[src/hw/rtl/pmt_pkg.sv]
// ----------------------------------------------------------------------------
// pmt_pkg: shared types and constants of the PS/2 mouse packet tracker
// Holds the register map, the reset values, the configuration and result
// structures and the packet phase encoding.
// ----------------------------------------------------------------------------
package pmt_pkg;

	// Fixed widths of the interface fields
	localparam int BYTE_W  = 8;
	localparam int LIMIT_W = 12;
	localparam int OUT_W   = 12;
	localparam int BTN_W   = 3;
	localparam int ADDR_W  = 4;
	localparam int DATA_W  = 32;
	localparam int IDX_W   = 2;

	// Register indexes (byte address is four times the index)
	localparam logic [IDX_W-1:0] REG_ENABLE = 2'd0;
	localparam logic [IDX_W-1:0] REG_X_MAX  = 2'd1;
	localparam logic [IDX_W-1:0] REG_Y_MAX  = 2'd2;

	// Reset values
	localparam logic [LIMIT_W-1:0] X_MAX_RESET = 12'd319;
	localparam logic [LIMIT_W-1:0] Y_MAX_RESET = 12'd199;
	localparam int                 POS_X_RESET = 160;
	localparam int                 POS_Y_RESET = 100;
	localparam logic [BYTE_W-1:0]  BTN_MASK    = 8'h07;

	typedef struct packed {
		logic               enable;
		logic [LIMIT_W-1:0] x_max;
		logic [LIMIT_W-1:0] y_max;
	} cfg_t;

	typedef struct packed {
		logic             packet_done;
		logic [OUT_W-1:0] cursor_x;
		logic [OUT_W-1:0] cursor_y;
		logic [BTN_W-1:0] button_bits;
	} res_t;

	typedef enum logic [2:0] {
		PH_FLAGS = 3'b001,
		PH_DX    = 3'b010,
		PH_DY    = 3'b100
	} phase_t;

endpackage

[src/hw/rtl/ps2_mouse_packet_tracker.sv]
// ----------------------------------------------------------------------------
// ps2_mouse_packet_tracker: PS/2 mouse packet tracker
// Groups mouse bytes into three-byte packets and keeps a clamped cursor
// position and the button state.
// ----------------------------------------------------------------------------
// Each byte transfer on the input channel produces exactly one result transfer
// on the output channel, in order. A byte is taken into an input register;
// as it leaves that register the packet logic updates the phase, the cursor
// and the buttons and loads the result register, and one byte can be taken
// every cycle while the result side does not stall. When the result
// register is held by a stall, the input register keeps its byte and
// in_stall rises only once both registers are full. Every third byte
// after enable completes a packet: dx is added to cursor_x and dy subtracted
// from cursor_y (screen Y grows downward), both are clamped to zero and to
// the x_max and y_max registers, and the low three flag bits become the
// buttons. While enable is low, bytes are still answered, with packet_done
// low and the position unchanged. Registers sit at byte addresses 0 (enable),
// 4 (x_max) and 8 (y_max) of the APB-style port; the user must write them only
// while no transfer is in flight; the block does not enforce this. COORD_BITS
// sets the width of the stored position, and the limits are further capped to what that width can hold.
// ----------------------------------------------------------------------------
module ps2_mouse_packet_tracker #(
	parameter int COORD_BITS = 12
) (
	input  logic                        clk,
	input  logic                        arst_n,
	// configuration port
	input  logic                        psel,
	input  logic                        penable,
	input  logic                        pwrite,
	input  logic [pmt_pkg::ADDR_W-1:0]  paddr,
	input  logic [pmt_pkg::DATA_W-1:0]  pwdata,
	output logic [pmt_pkg::DATA_W-1:0]  prdata,
	output logic                        pready,
	// byte input channel
	input  logic                        in_valid,
	output logic                        in_stall,
	input  logic [pmt_pkg::BYTE_W-1:0]  data_byte,
	// result channel
	output logic                        out_valid,
	input  logic                        out_stall,
	output logic                        packet_done,
	output logic [pmt_pkg::OUT_W-1:0]   cursor_x,
	output logic [pmt_pkg::OUT_W-1:0]   cursor_y,
	output logic [pmt_pkg::BTN_W-1:0]   button_bits
);
	import pmt_pkg::*;

	cfg_t              cfg;
	res_t              res;
	res_t              res_q;
	logic              valid_s1;
	logic [BYTE_W-1:0] data_s1;
	logic              out_valid_q;
	logic              advance;

	pmt_cfg u_cfg (
		.clk     (clk),
		.arst_n  (arst_n),
		.psel    (psel),
		.penable (penable),
		.pwrite  (pwrite),
		.paddr   (paddr),
		.pwdata  (pwdata),
		.prdata  (prdata),
		.pready  (pready),
		.cfg     (cfg)
	);

	// The byte in the input register moves on whenever the result register
	// is empty or its result is being taken in this cycle.
	assign advance  = valid_s1 && (!out_valid_q || !out_stall);
	assign in_stall = valid_s1 && !advance;

	always_ff @(posedge clk or negedge arst_n) begin
		if (!arst_n) begin
			valid_s1 <= 1'b0;
		end else if (!in_stall) begin
			valid_s1 <= in_valid;
		end
	end

	always_ff @(posedge clk) begin
		if (in_valid && !in_stall) data_s1 <= data_byte;
	end

	// The packet state is updated exactly once per byte, as it leaves the
	// input register.
	pmt_core #(
		.COORD_BITS (COORD_BITS)
	) u_core (
		.clk    (clk),
		.arst_n (arst_n),
		.step   (advance),
		.data   (data_s1),
		.cfg    (cfg),
		.res    (res)
	);

	always_ff @(posedge clk or negedge arst_n) begin
		if (!arst_n) begin
			out_valid_q <= 1'b0;
		end else if (advance) begin
			out_valid_q <= 1'b1;
		end else if (!out_stall) begin
			out_valid_q <= 1'b0;
		end
	end

	always_ff @(posedge clk) begin
		if (advance) res_q <= res;
	end

	assign out_valid   = out_valid_q;
	assign packet_done = res_q.packet_done;
	assign cursor_x    = res_q.cursor_x;
	assign cursor_y    = res_q.cursor_y;
	assign button_bits = res_q.button_bits;

endmodule

[src/hw/rtl/pmt_cfg.sv]
// ----------------------------------------------------------------------------
// pmt_cfg: configuration registers
// APB-style register file holding the enable bit and the two clamp limits.
// ----------------------------------------------------------------------------
module pmt_cfg (
	input  logic                        clk,
	input  logic                        arst_n,
	input  logic                        psel,
	input  logic                        penable,
	input  logic                        pwrite,
	input  logic [pmt_pkg::ADDR_W-1:0]  paddr,
	input  logic [pmt_pkg::DATA_W-1:0]  pwdata,
	output logic [pmt_pkg::DATA_W-1:0]  prdata,
	output logic                        pready,
	output pmt_pkg::cfg_t               cfg
);
	import pmt_pkg::*;

	logic             enable_q;
	logic [LIMIT_W-1:0] x_max_q;
	logic [LIMIT_W-1:0] y_max_q;
	logic             wr_en;
	logic [IDX_W-1:0] idx;

	assign pready = 1'b1;
	assign idx    = paddr[ADDR_W-1:2];
	assign wr_en  = psel && penable && pwrite && pready;

	always_ff @(posedge clk or negedge arst_n) begin
		if (!arst_n) begin
			enable_q <= 1'b0;
			x_max_q  <= X_MAX_RESET;
			y_max_q  <= Y_MAX_RESET;
		end else if (wr_en) begin
			unique case (idx)
				REG_ENABLE: enable_q <= pwdata[0];
				REG_X_MAX:  x_max_q  <= pwdata[LIMIT_W-1:0];
				REG_Y_MAX:  y_max_q  <= pwdata[LIMIT_W-1:0];
				default:    ;
			endcase
		end
	end

	always_comb begin
		unique case (idx)
			REG_ENABLE: prdata = DATA_W'(enable_q);
			REG_X_MAX:  prdata = DATA_W'(x_max_q);
			REG_Y_MAX:  prdata = DATA_W'(y_max_q);
			default:    prdata = '0;
		endcase
	end

	assign cfg.enable = enable_q;
	assign cfg.x_max  = x_max_q;
	assign cfg.y_max  = y_max_q;

endmodule

[src/hw/rtl/pmt_core.sv]
// ----------------------------------------------------------------------------
// pmt_core: packet assembly and cursor update
// Holds the packet phase, the stored flags and dx bytes, the cursor position
// and the buttons, and computes the result for the byte being stepped.
// ----------------------------------------------------------------------------
module pmt_core #(
	parameter int COORD_BITS = 12
) (
	input  logic                       clk,
	input  logic                       arst_n,
	input  logic                       step,
	input  logic [pmt_pkg::BYTE_W-1:0] data,
	input  pmt_pkg::cfg_t              cfg,
	output pmt_pkg::res_t              res
);
	import pmt_pkg::*;

	// Signed working width: room for the larger of position and limit plus a
	// carry and a sign bit.
	localparam int SW = ((COORD_BITS > LIMIT_W) ? COORD_BITS : LIMIT_W) + 2;
	localparam logic [SW-1:0] CAP = SW'((1 << COORD_BITS) - 1);

	phase_t                  phase_q, phase_d;
	logic [BYTE_W-1:0]       flags_q;
	logic [BYTE_W-1:0]       dx_q;
	logic [COORD_BITS-1:0]   pos_x_q, pos_x_d;
	logic [COORD_BITS-1:0]   pos_y_q, pos_y_d;
	logic [BTN_W-1:0]        btn_q, btn_d;
	logic                    done;
	logic signed [SW-1:0]    nx, ny;
	logic [SW-1:0]           top_x, top_y;
	logic [SW-1:0]           cx, cy;
	logic [15:0]             x_ext, y_ext;

	// Limit capped at the largest coordinate the position can hold
	assign top_x = (SW'(cfg.x_max) < CAP) ? SW'(cfg.x_max) : CAP;
	assign top_y = (SW'(cfg.y_max) < CAP) ? SW'(cfg.y_max) : CAP;

	// Screen Y grows downward, so dy is subtracted.
	assign nx = signed'(SW'(pos_x_q)) + SW'(signed'(dx_q));
	assign ny = signed'(SW'(pos_y_q)) - SW'(signed'(data));

	always_comb begin
		if (nx < 0) cx = '0;
		else if (unsigned'(nx) > top_x) cx = top_x;
		else cx = unsigned'(nx);
		if (ny < 0) cy = '0;
		else if (unsigned'(ny) > top_y) cy = top_y;
		else cy = unsigned'(ny);
	end

	always_comb begin
		phase_d = phase_q;
		pos_x_d = pos_x_q;
		pos_y_d = pos_y_q;
		btn_d   = btn_q;
		done    = 1'b0;
		if (cfg.enable) begin
			unique case (phase_q)
				PH_FLAGS: phase_d = PH_DX;
				PH_DX:    phase_d = PH_DY;
				PH_DY: begin
					phase_d = PH_FLAGS;
					pos_x_d = COORD_BITS'(cx);
					pos_y_d = COORD_BITS'(cy);
					btn_d   = BTN_W'(flags_q & BTN_MASK);
					done    = 1'b1;
				end
				default:  phase_d = PH_FLAGS;
			endcase
		end
	end

	always_ff @(posedge clk or negedge arst_n) begin
		if (!arst_n) begin
			phase_q <= PH_FLAGS;
			flags_q <= '0;
			dx_q    <= '0;
			pos_x_q <= COORD_BITS'(POS_X_RESET);
			pos_y_q <= COORD_BITS'(POS_Y_RESET);
			btn_q   <= '0;
		end else if (step) begin
			phase_q <= phase_d;
			pos_x_q <= pos_x_d;
			pos_y_q <= pos_y_d;
			btn_q   <= btn_d;
			if (cfg.enable && phase_q == PH_FLAGS) flags_q <= data;
			if (cfg.enable && phase_q == PH_DX)    dx_q    <= data;
		end
	end

	assign x_ext = 16'(pos_x_d);
	assign y_ext = 16'(pos_y_d);

	assign res.packet_done = done;
	assign res.cursor_x    = x_ext[OUT_W-1:0];
	assign res.cursor_y    = y_ext[OUT_W-1:0];
	assign res.button_bits = btn_d;

endmodule

[config.mk]
export PLATFORM = sky130hd
export DESIGN_NAME = ps2_mouse_packet_tracker
export DESIGN_NICKNAME = d
export VERILOG_FILES = /design/src/hw/rtl/pmt_pkg.sv /design/src/hw/rtl/ps2_mouse_packet_tracker.sv /design/src/hw/rtl/pmt_cfg.sv /design/src/hw/rtl/pmt_core.sv
export SDC_FILE = /design/constraint.sdc
export NUM_CORES = 1
export LEC_CHECK = 0
export BUFFER_PORTS_ARGS = -buffer_cell sky130_fd_sc_hd__buf_2
export CORE_MARGIN = 4
export CORE_UTILIZATION = 32
export CTS_BUF_LIST = sky130_fd_sc_hd__clkbuf_2 sky130_fd_sc_hd__clkbuf_4 sky130_fd_sc_hd__clkbuf_8
export CTS_CLUSTER_SIZE = 8
export DETAILED_ROUTE_END_ITERATION = 8
export GPL_TIMING_DRIVEN = 0
export HOLD_SLACK_MARGIN = 0.15
export PLACE_DENSITY = 0.54
export SYNTH_ARGS = -nofsm -noshare
export SYNTH_HDL_FRONTEND = slang
export SYNTH_SLANG_ARGS = --single-unit
[constraint.sdc]
create_clock -name clk -period 5.95 [get_ports clk]
set_input_delay 0.2975 -clock clk [delete_from_list [all_inputs] [get_ports clk]]
set_output_delay 0.2975 -clock clk [all_outputs]
set_load 0.01 [all_outputs]
==> reports/qor.log <==
INFO  yosys          synth.most_common_cell=sky130_fd_sc_hd__nand2_1
INFO  critical_path  data_required_critical_path=6.09ns
INFO  sta            fin_tns_setup=0ns
INFO  sta            post-route-period-util=77.02%
INFO  layout         n_fill_cell=1931
INFO  yosys          post-synth-top-area-cell=sky130_fd_sc_hd__dfrtp_1
INFO  clock_tree     clock_tree.htree_level_count=3
INFO  clock_tree     cts_tree=built
INFO  critical_path  cp_slowest_stage_delay=0.44ns
INFO  global_routing grt_pass1_vias=4887
INFO  sta            holdWs=0.1746ns
INFO  run_status     status=finished, final reports clean
INFO  floorplanning  fp.dieH=147.5um
INFO  detailed_routing route.detailed.drc=0
INFO  pwr            cellPowerDensity=406.5nW/um^2
INFO  yosys          synthFlopType=sky130_fd_sc_hd__dfrtp_1
INFO  critical_path  critical_path.cell_chain=ha_1 -> and3_1 -> a2111oi_4 -> nor2_1 -> a21oi_1 -> o21bai_1 -> xor2_1 -> ha_1 -> and4_1 -> nand3_1 -> or3_1 -> nor2b_1 -> a221oi_2 -> buf_6 -> mux2i_1 -> o21ai_1
INFO  critical_path  cp-end-kind=flop
INFO  clock_tree     post-cts-setup-buffer-count=0
INFO  sta            worstMarginPinSlew=0.6492ns
INFO  clock_tree     numClockSinks=104
INFO  detailed_routing drt_pre_antenna_iters=5
INFO  floorplanning  placement_rows=50
INFO  floorplanning  floorplan.io_pins=114
INFO  sta            finClkSkew=0.01234ns
INFO  yosys          post_synth_num_cell_types=61
INFO  yosys          synth-simple-area-share=12.28%
INFO  critical_path  critPathLaunchType=flop
INFO  clock_tree     numCtsBuffers=9
INFO  detailed_routing routedWlPerCell=16.03um
INFO  layout         seqCellArea=2805squm
INFO  detailed_routing detailroute.via_count=4985
INFO  critical_path  critPathLaunch=u_core.dx_q[4]
INFO  clock_tree     clk_pin_slew=0.11ns
INFO  pwr            static-leakage-power=3.432nW
INFO  sta            setup_violations=0
INFO  critical_path  critical_path.slowest_cell=sky130_fd_sc_hd__a2111oi_4
INFO  layout         multi_input_comb_area=3054squm
INFO  critical_path  crit_path_max_fanout=10
INFO  sta            period_needed=4.582ns
INFO  floorplanning  core_area=18890squm
INFO  yosys          netlist.area_leader.share=20.10%
INFO  job            drv_cap=0
INFO  critical_path  cp_data_arrival_time=4.72ns
INFO  global_routing grtUsageTotal=15.69%
INFO  layout         area_growth=19.79%
INFO  global_routing grt_overflow_total=0
INFO  yosys          post_synthesis_adder_cell_area_fraction=10.69%
INFO  floorplanning  die_wd=147.5um
INFO  global_routing grt_pass1_wl=26850um
INFO  layout         final_cell_count_no_fill=1035
INFO  critical_path  timing.critical_path.mode_cell=sky130_fd_sc_hd__ha_1
INFO  sta            rsz0062_at_grt=no
INFO  placement      place.detailed.hpwl=12970um
INFO  yosys          postSynthAreaPerCell=9.638squm
INFO  yosys          synth-seq-cells=104
INFO  critical_path  timing_worst_setup_path_type=reg2reg
INFO  sta            report.final.hold_viol_count=0
INFO  yosys          synth.yosys.seq_area_share=45.06%
INFO  sta            slew_headroom=56.72%
INFO  layout         post_route_cells_drive_above_1_share=18.58%
INFO  placement      place_congestion=0.8709
INFO  worst_hold_path hold_class=in2reg
INFO  clock_tree     cts-root-buf=sky130_fd_sc_hd__clkbuf_8
INFO  yosys          synth_compound_gate_area_share=18.99%
INFO  yosys          ys_async_sr_fraction=65.38%
INFO  clock_tree     clock_tree.buffer_depth=2
INFO  detailed_routing drt_first_iter_violations=256
INFO  floorplanning  dieArea=21750squm
INFO  detailed_routing postRouteAntennaNets=0
INFO  global_routing grt_max_degree=57
INFO  yosys          ys_top_cells_by_area=sky130_fd_sc_hd__dfrtp_1, sky130_fd_sc_hd__edfxtp_1, sky130_fd_sc_hd__ha_1
INFO  yosys          synthMuxAreaShare=3.155%
INFO  sta            fin_ws=1.368ns
INFO  critical_path  rr_startpoint=u_core.dx_q[4]
INFO  layout         insertedDiodeCount=0
INFO  yosys          yosys.area_share.xor_xnor=2.673%
INFO  layout         finalNetCount=873
INFO  placement      place.port_buffers=70
INFO  yosys          yosysWarningCount=0
INFO  sta            drv_slew=0
INFO  worst_hold_path hold_crit_start=pwdata[1]
INFO  sta            max_clock_freq=218.2MHz
INFO  placement      place.detailed.instances=997
INFO  floorplanning  floorplan.initialDensity=32.95%
INFO  pwr            peakVddDrop=145.1uV
INFO  yosys          combinational_family_with_the_most_area_after_synthesis=compound AO/OA/AOI/OAI gates
INFO  placement      dpl_worst_slack=1.403ns
INFO  clock_tree     insertion_delay=0.40ns
INFO  yosys          synth.cell_area=6226squm
INFO  detailed_routing detail_route.vias_per_cell=4.816
INFO  yosys          synth_common_cells=sky130_fd_sc_hd__nand2_1, sky130_fd_sc_hd__dfrtp_1, sky130_fd_sc_hd__ha_1
INFO  detailed_routing finalWirelength=16600um
INFO  yosys          syn_inst=646
INFO  yosys          number_of_synthesized_flops_with_an_enable_pin=36
INFO  global_routing initial_antenna_violation_count=0
-- routing by layer --
layer  routed length, um  track usage (%)  up-vias
met1                8085            22.25     2365
met4                 212            4.473        0
met5                   0                0        -
li1                    -                -     2491
met2                7551            25.16      116
met3                 745            2.146       13
-- area by class of cell --
class | instances | area share, %
flip-flops and latches | 104 | 37.61
plain buffers | 45 | 3.473
well taps | 260 | 4.362
multi-input cells | 468 | 40.95
clock inverters | 7 | 1.107
repair buffers | 94 | 8.421
clock buffers | 9 | 1.661
inverters | 48 | 2.416
-- what timing repair did --
item,4_1_cts,5_1_grt
hold endpoints to repair,81,0
hold buffers,22,0
resized for setup,0,0
-- power by group --
group / total, mW / internal [mW] / switching [mW]
Clock: 0.488 / 0.204 / 0.283
Combinational: 1.44 / 0.600 / 0.841
Sequential: 1.10 / 0.961 / 0.142
-- state kept, by name (all words and copies together), names as in the netlist --
register	cells
u_cfg.enable_q	1
u_core.pos_x_q	12
button_bits	3
u_cfg.y_max_q	12
u_core.pos_y_q	12
u_core.btn_q	3
cursor_y	12
u_core.phase_q	3
out_valid	1
u_core.dx_q	8
data_s1	8
packet_done	1
u_core.flags_q	3
u_cfg.x_max_q	12
cursor_x	12
valid_s1	1
-- placed cells by master, fill, tap and decap left out, types with 17 or more instances in the layout --
cell                            Yosys  layout
sky130_fd_sc_hd__o21ai_0           47      47
sky130_fd_sc_hd__inv_1             47      47
sky130_fd_sc_hd__buf_4             21      22
sky130_fd_sc_hd__ha_1              50      50
sky130_fd_sc_hd__dfstp_2           18      18
sky130_fd_sc_hd__a21oi_1           23      23
sky130_fd_sc_hd__conb_1             2      21
sky130_fd_sc_hd__clkbuf_1          21      20
sky130_fd_sc_hd__dfrtp_1           50      50
sky130_fd_sc_hd__nor2_1            17      17
sky130_fd_sc_hd__o21ai_1           42      42
sky130_fd_sc_hd__edfxtp_1          36      36
sky130_fd_sc_hd__dlygate4sd3_1      0      22
sky130_fd_sc_hd__buf_2              2      71
sky130_fd_sc_hd__nand2_1          105     105
-- worst max-delay path: cells and delay by family (launching register included) --
| kind | cells | cell delay [ns] |
|---|---|---|
| flops | 1 | 0.43 |
| xor+xnor | 1 | 0.18 |
| fa+ha+maj | 2 | 0.68 |
| compound gates | 5 | 1.18 |
| mux | 1 | 0.35 |
| simple gates | 6 | 1.26 |
| buf+inv | 1 | 0.25 |
-- metrics by stage --
step                      power [mW]  util, %  instance area [sq um]
after floorplan                2.130        -                   6297
after global placement         2.530    36.91                   6973
after detailed placement       2.545    37.22                   7032
after CTS                      3.051    39.48                   7458
after global routing           3.287    39.48                   7458
final                          3.032    39.48                   7458
-- final timing paths --
path | endpoint | slack [ns] | depth (start not counted)
max | cursor_x[6] | 1.37 | 16
min | u_cfg.x_max_q[1] | 0.17 | 3
max reg2reg | cursor_x[6] | 1.37 | 16
min reg2reg | u_core.pos_x_q[7] | 0.48 | 2
max in group asynchronous | u_cfg.y_max_q[0] | 5.06 | 3
min in group asynchronous | u_core.pos_x_q[6] | 0.30 | 2
-- kinds of logic (layout without fill, tap and decap cells) --
group,Yosys count,in the layout
XOR/XNOR,19,19
adder cells (fa/ha/maj),52,52
other,2,21
buffers and inverters,93,203
AND/OR/NAND/NOR,172,172
AO/OA/AOI/OAI,185,185
multiplexers,19,19
flip-flops,104,104
Note: power is estimated with default switching activity, not from simulation.
